===== src/rtl/core/drp_pkg.sv =====
`timescale 1ns / 1ps
`default_nettype none

package drp_pkg;

   // accumulator width and output field width
   localparam int VALUE_BITS_DEFAULT = 31;
   localparam int OUT_BITS           = 31;

   // character codes
   localparam logic [7:0] NEWLINE_CHAR = 8'h0A;
   localparam logic [7:0] DIGIT_ZERO   = 8'h30;
   localparam logic [7:0] DIGIT_NINE   = 8'h39;
   localparam logic [3:0] RADIX        = 4'd10;

   // field currently filled by a digit run
   typedef enum logic [1:0] {
      FIELD_SOURCE = 2'd0,
      FIELD_DEST   = 2'd1,
      FIELD_AMOUNT = 2'd2,
      FIELD_DONE   = 2'd3
   } field_sel_type;

endpackage : drp_pkg

`default_nettype wire


===== src/rtl/core/drp_if.sv =====
`timescale 1ns / 1ps
`default_nettype none

// text byte channel
interface drp_req_if;
   logic       valid;
   logic       ready;
   logic [7:0] text_byte;

   modport source (output valid, output text_byte, input ready);
   modport sink   (input valid, input text_byte, output ready);
endinterface : drp_req_if

// parsed record channel
interface drp_rsp_if;
   logic        valid;
   logic        ready;
   logic [30:0] source_id;
   logic [30:0] dest_id;
   logic [30:0] amount;
   logic        overflowed;

   modport source (output valid, output source_id, output dest_id, output amount,
                   output overflowed, input ready);
   modport sink   (input valid, input source_id, input dest_id, input amount,
                   input overflowed, output ready);
endinterface : drp_rsp_if

`default_nettype wire


===== src/rtl/core/drp_dec_acc.sv =====
`timescale 1ns / 1ps
`default_nettype none

module drp_dec_acc import drp_pkg::*; #(
   parameter int VALUE_BITS = VALUE_BITS_DEFAULT
) (
   input  logic [VALUE_BITS-1:0] acc_value,
   input  logic [3:0]            digit,
   output logic [VALUE_BITS-1:0] next_value,
   output logic                  saturate
);

   localparam int WIDE_BITS = VALUE_BITS + 4;

   logic [WIDE_BITS-1:0] wide_sum;

   // acc * 10 + digit, never exceeds 16 * 2^VALUE_BITS
   assign wide_sum = WIDE_BITS'(acc_value) * WIDE_BITS'(RADIX) + WIDE_BITS'(digit);

   // any bit above the accumulator width means the result passed the maximum
   assign saturate   = |wide_sum[WIDE_BITS-1:VALUE_BITS];
   assign next_value = saturate ? {VALUE_BITS{1'b1}} : wide_sum[VALUE_BITS-1:0];

endmodule : drp_dec_acc

`default_nettype wire


===== src/rtl/core/decimal_record_parser.sv =====
`timescale 1ns / 1ps
`default_nettype none

// channel   direction  payload
// req_bus   in         text_byte (8 bits, ASCII)
// rsp_bus   out        source_id, dest_id, amount (31 bits each), overflowed
//
// One byte is taken per clock while req_bus.ready is high; a record follows
// its newline through the byte and result registers. The digit accumulator
// (one multiply by ten and add per byte) is the only loop. Synchronous reset
// clears the line state and both valid flags. A stalled rsp_bus holds the
// byte register, and req_bus.ready drops only when both stages are full.

module decimal_record_parser import drp_pkg::*; #(
   parameter int VALUE_BITS = VALUE_BITS_DEFAULT
) (
   input  logic       clock,
   input  logic       reset,
   drp_req_if.sink    req_bus,
   drp_rsp_if.source  rsp_bus
);

   logic                  byte_valid_ff, byte_valid_in;
   logic [7:0]            byte_ff, byte_in;
   logic [VALUE_BITS-1:0] src_ff, src_in;
   logic [VALUE_BITS-1:0] dst_ff, dst_in;
   logic [VALUE_BITS-1:0] amt_ff, amt_in;
   field_sel_type         field_ff, field_in;
   logic                  digits_ff, digits_in;
   logic                  sat_ff, sat_in;
   logic                  rsp_valid_ff, rsp_valid_in;
   logic [OUT_BITS-1:0]   rsp_src_ff, rsp_src_in;
   logic [OUT_BITS-1:0]   rsp_dst_ff, rsp_dst_in;
   logic [OUT_BITS-1:0]   rsp_amt_ff, rsp_amt_in;
   logic                  rsp_ovf_ff, rsp_ovf_in;

   logic                  out_free;
   logic                  advance;
   logic                  take;
   logic                  is_newline;
   logic                  is_digit;
   logic [3:0]            digit;
   logic                  emit;
   logic [VALUE_BITS-1:0] cur_acc;
   logic [VALUE_BITS-1:0] acc_next;
   logic                  acc_sat;

   // handshake between the byte stage and the result stage
   assign out_free      = !rsp_valid_ff || rsp_bus.ready;
   assign advance       = byte_valid_ff && out_free;
   assign req_bus.ready = !byte_valid_ff || advance;
   assign take          = req_bus.valid && req_bus.ready;

   // byte stage
   always_comb begin
      byte_valid_in = byte_valid_ff;
      byte_in       = byte_ff;
      if (take) begin
         byte_valid_in = 1'b1;
         byte_in       = req_bus.text_byte;
      end else if (advance) begin
         byte_valid_in = 1'b0;
      end
   end

   // character classes
   assign is_newline = (byte_ff == NEWLINE_CHAR);
   assign is_digit   = (byte_ff >= DIGIT_ZERO) && (byte_ff <= DIGIT_NINE);
   assign digit      = 4'(byte_ff - DIGIT_ZERO);
   assign emit       = is_newline && (amt_ff != '0);

   // field being filled
   always_comb begin
      unique case (field_ff)
         FIELD_SOURCE: cur_acc = src_ff;
         FIELD_DEST:   cur_acc = dst_ff;
         default:      cur_acc = amt_ff;
      endcase
   end

   drp_dec_acc #(
      .VALUE_BITS (VALUE_BITS)
   ) u_acc (
      .acc_value  (cur_acc),
      .digit      (digit),
      .next_value (acc_next),
      .saturate   (acc_sat)
   );

   // line state update
   always_comb begin
      src_in    = src_ff;
      dst_in    = dst_ff;
      amt_in    = amt_ff;
      field_in  = field_ff;
      digits_in = digits_ff;
      sat_in    = sat_ff;
      if (advance) begin
         priority if (is_newline) begin
            src_in    = '0;
            dst_in    = '0;
            amt_in    = '0;
            field_in  = FIELD_SOURCE;
            digits_in = 1'b0;
            sat_in    = 1'b0;
         end else if (is_digit) begin
            digits_in = 1'b1;
            unique case (field_ff)
               FIELD_SOURCE: src_in = acc_next;
               FIELD_DEST:   dst_in = acc_next;
               FIELD_AMOUNT: amt_in = acc_next;
               default:      ;
            endcase
            if (field_ff != FIELD_DONE) begin
               sat_in = sat_ff || acc_sat;
            end
         end else if (digits_ff) begin
            digits_in = 1'b0;
            if (field_ff != FIELD_DONE) begin
               field_in = field_sel_type'(field_ff + 2'd1);
            end
         end
      end
   end

   // result stage
   always_comb begin
      rsp_valid_in = rsp_valid_ff;
      rsp_src_in   = rsp_src_ff;
      rsp_dst_in   = rsp_dst_ff;
      rsp_amt_in   = rsp_amt_ff;
      rsp_ovf_in   = rsp_ovf_ff;
      if (advance && emit) begin
         rsp_valid_in = 1'b1;
         rsp_src_in   = OUT_BITS'(src_ff);
         rsp_dst_in   = OUT_BITS'(dst_ff);
         rsp_amt_in   = OUT_BITS'(amt_ff);
         rsp_ovf_in   = sat_ff;
      end else if (rsp_bus.ready) begin
         rsp_valid_in = 1'b0;
      end
   end

   // control registers
   always_ff @(posedge clock) begin
      if (reset) begin
         byte_valid_ff <= 1'b0;
         src_ff        <= '0;
         dst_ff        <= '0;
         amt_ff        <= '0;
         field_ff      <= FIELD_SOURCE;
         digits_ff     <= 1'b0;
         sat_ff        <= 1'b0;
         rsp_valid_ff  <= 1'b0;
      end else begin
         byte_valid_ff <= byte_valid_in;
         src_ff        <= src_in;
         dst_ff        <= dst_in;
         amt_ff        <= amt_in;
         field_ff      <= field_in;
         digits_ff     <= digits_in;
         sat_ff        <= sat_in;
         rsp_valid_ff  <= rsp_valid_in;
      end
   end

   // payload registers
   always_ff @(posedge clock) begin
      byte_ff    <= byte_in;
      rsp_src_ff <= rsp_src_in;
      rsp_dst_ff <= rsp_dst_in;
      rsp_amt_ff <= rsp_amt_in;
      rsp_ovf_ff <= rsp_ovf_in;
   end

   assign rsp_bus.valid      = rsp_valid_ff;
   assign rsp_bus.source_id  = rsp_src_ff;
   assign rsp_bus.dest_id    = rsp_dst_ff;
   assign rsp_bus.amount     = rsp_amt_ff;
   assign rsp_bus.overflowed = rsp_ovf_ff;

endmodule : decimal_record_parser

`default_nettype wire


===== src/flat_wrapper.sv =====
// flat-port wrapper written by rule: the top's interface ports become plain ports
module decimal_record_parser_flat import drp_pkg::*;
#(
   parameter int VALUE_BITS = VALUE_BITS_DEFAULT
)
  (clock, reset, req_bus_valid, req_bus_text_byte, req_bus_ready, rsp_bus_valid, rsp_bus_source_id, rsp_bus_dest_id, rsp_bus_amount, rsp_bus_overflowed, rsp_bus_ready);
  drp_req_if req_bus_i ();
  drp_rsp_if rsp_bus_i ();
  input  logic clock;
  input  logic reset;
  input wire logic [$bits(req_bus_i.valid)-1:0] req_bus_valid;
  input wire logic [$bits(req_bus_i.text_byte)-1:0] req_bus_text_byte;
  output wire logic [$bits(req_bus_i.ready)-1:0] req_bus_ready;
  output wire logic [$bits(rsp_bus_i.valid)-1:0] rsp_bus_valid;
  output wire logic [$bits(rsp_bus_i.source_id)-1:0] rsp_bus_source_id;
  output wire logic [$bits(rsp_bus_i.dest_id)-1:0] rsp_bus_dest_id;
  output wire logic [$bits(rsp_bus_i.amount)-1:0] rsp_bus_amount;
  output wire logic [$bits(rsp_bus_i.overflowed)-1:0] rsp_bus_overflowed;
  input wire logic [$bits(rsp_bus_i.ready)-1:0] rsp_bus_ready;
  assign req_bus_i.valid = req_bus_valid;
  assign req_bus_i.text_byte = req_bus_text_byte;
  assign req_bus_ready = req_bus_i.ready;
  assign rsp_bus_valid = rsp_bus_i.valid;
  assign rsp_bus_source_id = rsp_bus_i.source_id;
  assign rsp_bus_dest_id = rsp_bus_i.dest_id;
  assign rsp_bus_amount = rsp_bus_i.amount;
  assign rsp_bus_overflowed = rsp_bus_i.overflowed;
  assign rsp_bus_i.ready = rsp_bus_ready;
  decimal_record_parser #(.VALUE_BITS(VALUE_BITS)) u_core (.clock(clock), .reset(reset), .req_bus(req_bus_i), .rsp_bus(rsp_bus_i));
endmodule

===== config.mk =====
export PLATFORM = sky130hd
export DESIGN_NAME = decimal_record_parser_flat
export DESIGN_NICKNAME = d
export VERILOG_FILES = /design/src/rtl/core/drp_pkg.sv /design/src/rtl/core/drp_if.sv /design/src/rtl/core/drp_dec_acc.sv /design/src/rtl/core/decimal_record_parser.sv /design/src/flat_wrapper.sv
export SDC_FILE = /design/constraint.sdc
export NUM_CORES = 1
export LEC_CHECK = 0
export BUFFER_PORTS_ARGS = -buffer_cell sky130_fd_sc_hd__clkbuf_2
export CORE_MARGIN = 5
export CORE_UTILIZATION = 59
export CTS_CLUSTER_SIZE = 30
export DETAILED_ROUTE_END_ITERATION = 7
export PLACE_DENSITY = 0.8
export SYNTH_ARGS = -nofsm -noshare
export SYNTH_HDL_FRONTEND = slang
export SYNTH_SLANG_ARGS = --single-unit

===== constraint.sdc =====
create_clock -name clock -period 6.1 [get_ports clock]
set_clock_uncertainty 0.05 [all_clocks]
set_input_delay 0.305 -clock clock [delete_from_list [all_inputs] [get_ports clock]]
set_output_delay 0.305 -clock clock [all_outputs]
set_load 0.02 [all_outputs]

==> results of run 1 <==
## worst max-delay path by stage
stage	to	slack, ps	depth (start not counted)
floorplan	u_core.amt_ff[1]	910	23
global placement	u_core.amt_ff[15]	460	20
detailed placement	u_core.amt_ff[19]	350	22
CTS	u_core.amt_ff[19]	310	22
global route	u_core.amt_ff[16]	30	22
finish	u_core.amt_ff[19]	330	22
## cell families (layout without fill, tap and decap cells)
kind of cell               after synthesis  after routing  synth area share (%)
and+or+nand+nor                        301            301                  14.7
AOI/OAI and AO/OA                      285            285                  20.9
DFF                                    201            201                  48.9
adders and majority gates               67             67                  8.28
buffers and inverters                   64            189                  3.17
xor gates and xnor gates                37             37                  3.14
muxes                                    8              8                 0.777
## through the flow
stage / util (%) / worst slack, ps
after floorplan: - / 908
after global placement: 63.9 / 461
after detailed placement: 63.9 / 353
after CTS: 68.4 / 309
after global routing: 68.4 / 33.7
final: 68.4 / 326
## routing by layer
metal	GRT usage (%)	up-vias
met5	0	-
met1	36.8	4141
li1	-	3959
met4	10.2	0
met3	4.87	80
met2	42.7	491
## registers in the layout (all words and copies together), names as in the netlist
name,flops
u_core.amt_ff,31
u_core.dst_ff,31
u_core.rsp_bus.amount,31
u_core.rsp_bus.dest_id,31
u_core.rsp_bus.source_id,31
u_core.src_ff,31
u_core.byte_ff,8
u_core.field_ff,2
u_core.byte_valid_ff,1
u_core.digits_ff,1
u_core.rsp_bus.overflowed,1
u_core.rsp_bus.valid,1
u_core.sat_ff,1
## power by group through the flow
| stage | clock network (mW) | logic, mW | registers [mW] |
|---|---|---|---|
| 2_1_floorplan | 0 | 0.0230 | 1.44 |
| 3_3_place_gp | 0 | 0.0361 | 1.45 |
| 3_5_place_dp | 0 | 0.0371 | 1.45 |
| 4_1_cts | 1.24 | 0.0422 | 1.42 |
| 5_1_grt | 1.30 | 0.0460 | 1.42 |
| 6_report | 1.24 | 0.0437 | 1.42 |
## worst max-delay path: cells and delay by family (launching register included)
kind / cells / cell delay (ps)
xor gates and xnor gates: 1 / 190
DFF: 1 / 400
and+or+nand+nor: 7 / 2010
adders and majority gates: 4 / 980
AOI/OAI and AO/OA: 5 / 1050
buffers and inverters: 5 / 1020
## cells in the final DEF (no fill, tap or decap), types with 14 or more instances in the layout
cell type / count
sky130_fd_sc_hd__a21oi_1: 61
sky130_fd_sc_hd__a221o_1: 63
sky130_fd_sc_hd__a22oi_1: 33
sky130_fd_sc_hd__buf_4: 20
sky130_fd_sc_hd__clkbuf_16: 21
sky130_fd_sc_hd__clkbuf_2: 107
sky130_fd_sc_hd__dfxtp_1: 99
sky130_fd_sc_hd__edfxtp_1: 102
sky130_fd_sc_hd__ha_1: 65
sky130_fd_sc_hd__inv_1: 15
sky130_fd_sc_hd__nand2_1: 125
sky130_fd_sc_hd__nand4_1: 17
sky130_fd_sc_hd__nor2_1: 43
sky130_fd_sc_hd__nor3_1: 15
sky130_fd_sc_hd__nor3b_1: 14
sky130_fd_sc_hd__o21ai_0: 27
sky130_fd_sc_hd__xnor2_1: 26
## area by class of cell
class                           count  area [um^2]
Sequential cell                   201         5040
Inverter                           16         61.3
Timing Repair Buffer              137          787
Fill cell                        1267         5440
Multi-Input combinational cell    698         4950
Tap cell                          225          282
Clock inverter                      8         90.1
Clock buffer                       28          582
## repair_timing
action / 4_1_cts / 5_1_grt
hold endpoints to repair: 9 / 0
buffers inserted: 0 / 0
hold buffers: 9 / 0
gates resized for setup: 0 / 3
setup endpoints to repair: 0 / 60
==> impl_metrics.env, run 1 <==
export IMPL_share_of_final_layout_standard_cells_stronger_than_drive_strength_1_pct=18.3
export IMPL_route_detailed_vias_per_inst=6.60
export IMPL_design_power_total_mw=2.70
export IMPL_tightest_slew_ps=1360
export IMPL_internal_power_mw=2.14
export IMPL_ys_top_cells_by_area="sky130_fd_sc_hd__edfxtp_1 (30%), sky130_fd_sc_hd__dfxtp_1 (19%), sky130_fd_sc_hd__ha_1 (7.9%)"
export IMPL_cts_tree="built"
export IMPL_p_leak_nw=4.97
export IMPL_syn_inst=963
export IMPL_placed_cells=1268
export IMPL_numClockSinks=201
export IMPL_drtPass1Iterations=5
export IMPL_route_top_layer_used="met4"
export IMPL_regToRegEndpoint="u_core.amt_ff[19]"
export IMPL_crit_path_arrival_time_ps=6170
export IMPL_critPathMaxFanout=31
export IMPL_layout_worst_path_cycle_share_pct=94.7
export IMPL_dpl_hpwl_mm=20.2
export IMPL_synth_async_reset_ratio_pct=0
export IMPL_route_vias_total=8671
export IMPL_floorplan_io_pins=108
export IMPL_route_met3_wl_mm=2.94
export IMPL_fmax_ghz=0.173
export IMPL_maxCapViolations=0
export IMPL_detail_route_wirelength_mm=28.3
export IMPL_layout_nets=1153
export IMPL_crit_path_start="u_core.field_ff[0]"
export IMPL_critical_path_slowest_cell="sky130_fd_sc_hd__or4b_1"
export IMPL_clock_power_share_pct=45.9
export IMPL_critical_path_cell_chain="inv_1 -> ha_1 -> buf_4 -> nor2_2 -> buf_6 -> nand2_1 -> nand2_1 -> ha_1 -> ha_1 -> inv_1 -> fa_1 -> nand2b_1 -> a21oi_2 -> o21a_2 -> a21oi_1 -> xor2_1 -> or4b_1 -> or4_4 -> o211a_4 -> nor3_4 -> buf_4 -> a221o_1"
export IMPL_most_frequent_cells_after_synthesis="sky130_fd_sc_hd__nand2_1 (125), sky130_fd_sc_hd__edfxtp_1 (102), sky130_fd_sc_hd__dfxtp_1 (99)"
export IMPL_totalNegativeSetupSlack_ps=0
export IMPL_path_clk_slew_ps=70
export IMPL_synth_lib_cells_used_distinct=71
export IMPL_unrepaired_setup_endpoints_after_global_routing="false"
export IMPL_yosys_cell_count_top_type="sky130_fd_sc_hd__nand2_1"
export IMPL_cts_inserted_buffers=20
export IMPL_met2_length_mm=13.0
export IMPL_number_of_antenna_violations_at_the_first_check_in_global_routing=0
export IMPL_post_synthesis_sequential_area_ratio_pct=48.9
export IMPL_placed_cell_area_um2=11000
export IMPL_postSynthAreaPerCell_um2=10.7
export IMPL_r2r_slack_ps=330
export IMPL_synth_top_area_share_pct=29.7
export IMPL_finalInstanceArea_um2=11800
export IMPL_skew_pair_late_insertion_delay_ps=500
export IMPL_drt_antenna_violating_nets=0
export IMPL_run_status="complete, no violations"
export IMPL_power_per_cell_area_nw_per_um2=229
export IMPL_hold_depth=3
export IMPL_grt_usage_pct=26.9
export IMPL_timing_final_hold_violations=0
export IMPL_layout_area_overhead_vs_synth_pct=14.4
export IMPL_antenna_cells=0
export IMPL_path_common_cell="sky130_fd_sc_hd__ha_1"
export IMPL_synth_area_um2=10300
export IMPL_htree_levels=1
export IMPL_ys_dominant_reg_cell="sky130_fd_sc_hd__edfxtp_1"
export IMPL_m1WireLength_mm=11.3
export IMPL_hold_worst_slack_ps=89.9
export IMPL_critPathRequiredTime_ps=6490
export IMPL_io_buffer_count=107
export IMPL_core_um2=17200
export IMPL_critPathLaunchType="flip-flop"
export IMPL_drc=0
export IMPL_die_area_um2=20200
export IMPL_synth_largest_area_cell="sky130_fd_sc_hd__edfxtp_1"
export IMPL_final_max_slew_violation_count=0
export IMPL_r2r_worst_path_cells=22
export IMPL_placement_rows=48
export IMPL_grt_max_degree=45
export IMPL_cts_root_buffer="sky130_fd_sc_hd__clkbuf_16"
export IMPL_worst_hold_path_type="in2reg"
export IMPL_slowest_delay_ps=650
export IMPL_p_switching_mw=0.553
export IMPL_pwr_share_seq_pct=52.5
export IMPL_grt_ovfl_total=0
export IMPL_finalWorstPathRequiredPeriod_ps=5770
export IMPL_avgRoutedWirePerCell_um=21.5
export IMPL_drt_iter0_markers=730
export IMPL_worstSetupPathType="reg2reg"
export IMPL_synth_enable_flop_cells=102
export IMPL_die_height_um=142
export IMPL_p_comb_share_pct=1.6
export IMPL_clk_path_buf_depth=3
export IMPL_ff_to_ff_start="u_core.field_ff[0]"
export IMPL_capture_endpoint_of_the_worst_hold_path="u_core.rsp_bus.valid"
export IMPL_start_util_pct=59.8
export IMPL_mappedNetlistNets=1042
export IMPL_worst_rel_slew_slack_pct=9.06
export IMPL_post_layout_instance_count_excluding_filler_cells=1313
export IMPL_crit_path_end_kind="flip-flop"
export IMPL_timing_hold_worst_start="rsp_bus_ready"
export IMPL_gp_routability_congestion=1.03
export IMPL_setup_violations=0
export IMPL_switching_share_pct=20.5
export IMPL_floorplan_die_width_um=142
export IMPL_synth_warning_count=0
export IMPL_synth_seq_cells=201
export IMPL_number_of_global_route_vias_before_repair=8094
export IMPL_ir_worst_vdd_mv=0.189
export IMPL_grt_first_pass_wirelength_mm=43.5
Power figures use the tool's default switching activity.
==> run 2: changes to the inputs <==
Settings changed: GPL_TIMING_DRIVEN from default to 0.
==> impl_metrics.env, run 2 (synthesis gave the netlist of run 1 again) <==
export IMPL_run_status="complete, no violations"
export IMPL_avgRoutedWirePerCell_um=21.5
export IMPL_die_area_um2=20200
export IMPL_share_of_final_layout_standard_cells_stronger_than_drive_strength_1_pct=18.3
export IMPL_crit_path_arrival_time_ps=6240
export IMPL_detail_route_wirelength_mm=28.9
export IMPL_r2r_slack_ps=240
export IMPL_power_per_cell_area_nw_per_um2=219
export IMPL_worstSetupPathType="reg2reg"
export IMPL_finalWorstPathRequiredPeriod_ps=5860
export IMPL_numClockSinks=201
export IMPL_r2r_worst_path_cells=21
export IMPL_floorplan_io_pins=108
export IMPL_leading_cell_type_in_the_layout_fill_and_taps_excluded="sky130_fd_sc_hd__nand2_1"
export IMPL_number_of_global_route_vias_before_repair=8366
export IMPL_critPathRequiredTime_ps=6480
export IMPL_number_of_antenna_violations_at_the_first_check_in_global_routing=0
export IMPL_drc=0
export IMPL_critPathLaunchType="flip-flop"
export IMPL_timing_hold_worst_start="rsp_bus_ready"
export IMPL_critPathMaxFanout=10
export IMPL_grt_usage_pct=28.0
export IMPL_hold_worst_slack_ps=101
export IMPL_final_max_slew_violation_count=0
export IMPL_crit_path_end_kind="flip-flop"
export IMPL_critical_path_cell_chain="inv_1 -> ha_1 -> buf_2 -> a22oi_1 -> nand2_1 -> ha_1 -> ha_1 -> inv_1 -> fa_1 -> nand2b_1 -> a21oi_4 -> o21a_2 -> a21oi_1 -> xor2_1 -> or4b_1 -> buf_2 -> or4_4 -> o211a_4 -> nor3_4 -> buf_6 -> a221o_1"
export IMPL_ir_worst_vdd_mv=0.182
export IMPL_drtPass1Iterations=5
export IMPL_route_detailed_vias_per_inst=6.50
export IMPL_tightest_slew_ps=959
export IMPL_dpl_hpwl_mm=21.4
export IMPL_worst_rel_slew_slack_pct=35.1
export IMPL_capture_endpoint_of_the_worst_hold_path="u_core.byte_valid_ff"
export IMPL_timing_final_hold_violations=0
export IMPL_drt_iter0_markers=912
export IMPL_gp_routability_congestion=0.960
export IMPL_layout_worst_path_cycle_share_pct=96.0
export IMPL_htree_levels=1
export IMPL_maxCapViolations=0
export IMPL_drt_antenna_violating_nets=0
export IMPL_area_of_the_multi_input_gates_um2=4950
export IMPL_totalNegativeSetupSlack_ps=0
export IMPL_route_vias_total=8737
export IMPL_start_util_pct=59.8
export IMPL_clk_path_buf_depth=3
export IMPL_slowest_delay_ps=570
export IMPL_worst_hold_path_type="in2reg"
export IMPL_antenna_cells=0
export IMPL_grt_max_degree=52
export IMPL_final_cell_mix="sky130_fd_sc_hd__nand2_1 (125), sky130_fd_sc_hd__clkbuf_2 (110), sky130_fd_sc_hd__edfxtp_1 (102)"
export IMPL_grt_first_pass_wirelength_mm=45.2
export IMPL_ff_to_ff_start="u_core.field_ff[0]"
export IMPL_fillCellCount=1320
export IMPL_p_leak_nw=5.05
export IMPL_layout_area_overhead_vs_synth_pct=15.7
export IMPL_setup_violations=0
export IMPL_io_buffer_count=107
export IMPL_path_common_cell="sky130_fd_sc_hd__ha_1"
export IMPL_path_clk_slew_ps=60
export IMPL_grt_ovfl_total=0
export IMPL_skew_pair_late_insertion_delay_ps=500
export IMPL_cts_root_buffer="sky130_fd_sc_hd__clkbuf_16"
export IMPL_die_height_um=142
export IMPL_placement_rows=48
export IMPL_regToRegEndpoint="u_core.dst_ff[10]"
export IMPL_cts_tree="built"
export IMPL_layout_nets=1184
export IMPL_cts_inserted_buffers=20
export IMPL_hold_depth=3
export IMPL_core_um2=17200
export IMPL_critical_path_slowest_cell="sky130_fd_sc_hd__or4_4"
export IMPL_fmax_ghz=0.171
export IMPL_floorplan_die_width_um=142
export IMPL_regArea_um2=5040
-- run 2: final cells by class --
class,instances,share of cell area (%)
inverters,16,0.525
multi-input cells,698,41.5
plain buffers,46,2.33
clock buffers,29,4.74
clock inverters,7,0.388
well taps,225,2.36
flip-flops and latches,201,42.3
repair buffers,122,5.79
-- run 2: layer usage --
| layer | up-vias | track usage [%] | routed length, um |
|---|---|---|---|
| li1 | 4016 | - | - |
| met1 | 4187 | 37.9 | 11800 |
| met2 | 452 | 44.9 | 13300 |
| met3 | 82 | 4.87 | 2760 |
| met4 | 0 | 11.0 | 1040 |
| met5 | - | 0 | 0 |
-- run 2: how the worst max path moves through the flow --
stage,slack (ps),startpoint,cells past startpoint,endpoint
6_report,240,u_core.field_ff[0],21,u_core.dst_ff[10]
5_1_grt,-20,u_core.field_ff[0],21,u_core.dst_ff[10]
4_1_cts,10,u_core.field_ff[0],23,u_core.amt_ff[19]
3_5_place_dp,-220,u_core.field_ff[0],23,u_core.dst_ff[23]
3_3_place_gp,-120,u_core.field_ff[0],23,u_core.amt_ff[23]
2_1_floorplan,910,u_core.field_ff[0],23,u_core.amt_ff[1]
-- run 2: power breakdown --
part	switching, mW	internal (mW)	leakage (nW)
clock network	0.498	0.648	0.305
logic	0.0315	0.0143	2.92
registers	0.00427	1.41	1.82
total	0.534	2.07	5.05
-- run 2: critical path, delay by kind of cell (launching register included) --
family | cells | cell delay [ps]
buf+inv | 5 | 800
fa+ha+maj | 4 | 1270
flops | 1 | 400
xor+xnor | 1 | 210
simple gates | 5 | 1820
compound gates | 6 | 1230
-- run 2: timing repair --
item	4_1_cts	5_1_grt
setup buffers	2	3
hold endpoints to repair	9	0
hold buffers	9	0
setup endpoints to repair	91	94
resized for setup	6	20
pin swaps	3	3
-- run 2: through the flow --
step           worst slack [ps]  util (%)  cell area, um^2  power, mW  cells
2_1_floorplan               908         -            10300       1.47    963
3_3_place_gp               -117      64.5            11100       1.48   1295
3_5_place_dp               -225      64.7            11200       1.48   1296
4_1_cts                    14.4      68.9            11900       2.62   1343
5_1_grt                   -17.0      69.2            11900       2.69   1344
6_report                    243      69.2            11900       2.61   1344
==> run 3: changes to the inputs <==
==> constraint.sdc (replaced) <==
create_clock -name clock -period 6.1 [get_ports clock]
set_clock_uncertainty 0.05 [all_clocks]
set_input_delay 1.22 -clock clock [delete_from_list [all_inputs] [get_ports clock]]
set_output_delay 1.22 -clock clock [all_outputs]
set_load 0.02 [all_outputs]
==> impl_metrics.env, run 3 (synthesis gave the netlist of run 1 again) <==
export IMPL_share_of_final_layout_standard_cells_stronger_than_drive_strength_1_pct=18.5
export IMPL_power_per_cell_area_nw_per_um2=220
export IMPL_crit_path_end_kind="flip-flop"
export IMPL_tightest_slew_ps=913
export IMPL_ff_to_ff_start="u_core.field_ff[0]"
export IMPL_ctsHoldBuffers=0
export IMPL_design_power_total_mw=2.60
export IMPL_final_cell_mix="sky130_fd_sc_hd__nand2_1 (125), sky130_fd_sc_hd__clkbuf_2 (110), sky130_fd_sc_hd__edfxtp_1 (102)"
export IMPL_grt_usage_pct=27.7
export IMPL_detail_route_wirelength_mm=28.6
export IMPL_skew_pair_late_insertion_delay_ps=500
export IMPL_dpl_hpwl_mm=21.4
export IMPL_setup_violations=0
export IMPL_floorplan_die_width_um=142
export IMPL_drt_iter0_markers=874
export IMPL_antenna_cells=0
export IMPL_route_detailed_vias_per_inst=6.54
export IMPL_critPathLaunchType="flip-flop"
export IMPL_run_status="complete, no violations"
export IMPL_capture_endpoint_of_the_worst_hold_path="u_core.rsp_bus.overflowed"
export IMPL_p_leak_nw=5.01
export IMPL_fillCellCount=1334
export IMPL_final_max_slew_violation_count=0
export IMPL_crit_path_start="u_core.field_ff[0]"
export IMPL_layout_worst_path_cycle_share_pct=95.7
export IMPL_die_area_um2=20200
export IMPL_timing_hold_worst_start="u_core.sat_ff"
export IMPL_worstSetupPathType="reg2reg"
export IMPL_regToRegEndpoint="u_core.dst_ff[10]"
export IMPL_drc=0
export IMPL_regArea_um2=5040
export IMPL_path_clk_slew_ps=60
export IMPL_drtPass1Iterations=5
export IMPL_htree_levels=1
export IMPL_crit_path_setup_slack_layout_ps=265
export IMPL_r2r_slack_ps=270
export IMPL_path_common_cell="sky130_fd_sc_hd__ha_1"
export IMPL_critical_path_slowest_cell="sky130_fd_sc_hd__nor3_1"
export IMPL_cts_root_buffer="sky130_fd_sc_hd__clkbuf_16"
export IMPL_worst_rel_slew_slack_pct=38.3
export IMPL_r2r_worst_path_cells=20
export IMPL_number_of_antenna_violations_at_the_first_check_in_global_routing=0
export IMPL_grt_max_degree=52
export IMPL_layout_nets=1175
export IMPL_critical_path_cell_chain="inv_1 -> ha_1 -> nor2_2 -> clkbuf_4 -> nand2_1 -> nand2_1 -> ha_1 -> ha_1 -> inv_1 -> fa_1 -> nand3b_1 -> nor2_1 -> nand3_1 -> nor3_1 -> nand4_1 -> or4_4 -> o211a_4 -> nor3_4 -> buf_6 -> a221o_1"
export IMPL_route_vias_total=8727
export IMPL_grt_ovfl_total=0
export IMPL_number_of_global_route_vias_before_repair=8297
export IMPL_pre_cts_ws_ps=-225
export IMPL_start_util_pct=59.8
export IMPL_cts_inserted_buffers=20
export IMPL_worst_hold_path_type="reg2reg"
export IMPL_ir_worst_vdd_mv=0.183
export IMPL_worst_path_buf_inv=4
export IMPL_hold_depth=0
export IMPL_crit_path_arrival_time_ps=6220
export IMPL_avgRoutedWirePerCell_um=21.4
export IMPL_critical_path_top_delay_family="simple AND/OR/NAND/NOR gates"
export IMPL_slowest_delay_ps=520
export IMPL_layout_area_overhead_vs_synth_pct=14.8
export IMPL_timing_final_hold_violations=0
export IMPL_grt_first_pass_wirelength_mm=44.8
export IMPL_cts_tree="built"
export IMPL_drt_antenna_violating_nets=0
export IMPL_io_buffer_count=107
export IMPL_clk_path_buf_depth=3
export IMPL_placement_rows=48
export IMPL_numClockSinks=201
export IMPL_critPathRequiredTime_ps=6490
export IMPL_maxCapViolations=0
export IMPL_critPathMaxFanout=10
export IMPL_floorplan_io_pins=108
export IMPL_finalWorstPathRequiredPeriod_ps=5830
export IMPL_area_of_the_multi_input_gates_um2=4950
export IMPL_hold_worst_slack_ps=394
export IMPL_gp_routability_congestion=0.960
export IMPL_fmax_ghz=0.171
export IMPL_leading_cell_type_in_the_layout_fill_and_taps_excluded="sky130_fd_sc_hd__nand2_1"
export IMPL_die_height_um=142
export IMPL_core_um2=17200
run 3: cell types whose count changed in the layout (fill, tap and decap cells not counted), sizes merged:
cell / delta
dlygate4sd3: -9
run 3: per-layer routing:
layer / GRT usage (%) / part of all wire, % / vias up
li1: - / - / 4002
met3: 4.87 / 9.1 / 90
met1: 37.9 / 41 / 4176
met2: 43.9 / 46 / 459
met5: 0 / 0 / -
met4: 11.1 / 3.9 / 0
run 3: worst max-delay path by stage:
stage / endpoint / cells past startpoint
2_1_floorplan: u_core.amt_ff[1] / 23
3_3_place_gp: u_core.amt_ff[23] / 23
3_5_place_dp: u_core.dst_ff[23] / 23
4_1_cts: u_core.amt_ff[19] / 23
5_1_grt: u_core.dst_ff[10] / 21
6_report: u_core.dst_ff[10] / 20
run 3: through the flow:
step                cell area [um^2]  utilization, %  setup TNS (ps)  std cells
finish                         11800            68.6               0       1335
global placement               11100            64.5           -4250       1295
global route                   11800            68.6           -24.4       1335
floorplan                      10300               -               0        963
detailed placement             11200            64.7          -11670       1296
CTS                            11800            68.4               0       1334
run 3: power by group:
group          total (mW)  switching, mW  internal [mW]
sequential           1.42        0.00403           1.41
combinational      0.0406         0.0301         0.0105
clock                1.15          0.499          0.648
run 3: cell type report:
cell class,count,share of cell area [%]
plain buffers,46,2.35
multi-input cells,698,41.9
flip-flops and latches,201,42.6
repair buffers,113,5.08
clock buffers,29,4.78
clock inverters,7,0.391
well taps,225,2.38
inverters,16,0.529
run 3: worst register-to-register path: stages, from the launching register on:
cell,delay (ps)
sky130_fd_sc_hd__dfxtp_1,400
sky130_fd_sc_hd__inv_1,90
sky130_fd_sc_hd__ha_1,320
sky130_fd_sc_hd__nor2_2,230
sky130_fd_sc_hd__clkbuf_4,280
sky130_fd_sc_hd__nand2_1,90
sky130_fd_sc_hd__nand2_1,190
sky130_fd_sc_hd__ha_1,280
sky130_fd_sc_hd__ha_1,250
sky130_fd_sc_hd__inv_1,80
sky130_fd_sc_hd__fa_1,470
sky130_fd_sc_hd__nand3b_1,210
sky130_fd_sc_hd__nor2_1,250
sky130_fd_sc_hd__nand3_1,220
sky130_fd_sc_hd__nor3_1,520
sky130_fd_sc_hd__nand4_1,330
sky130_fd_sc_hd__or4_4,520
sky130_fd_sc_hd__o211a_4,310
sky130_fd_sc_hd__nor3_4,350
sky130_fd_sc_hd__buf_6,220
sky130_fd_sc_hd__a221o_1,130
run 3: timing repair:
| item | 4_1_cts | 5_1_grt |
|---|---|---|
| endpoints found under the setup margin | 91 | 94 |
| pin swaps | 3 | 3 |
| resized for setup | 6 | 20 |
| buffers inserted | 2 | 3 |
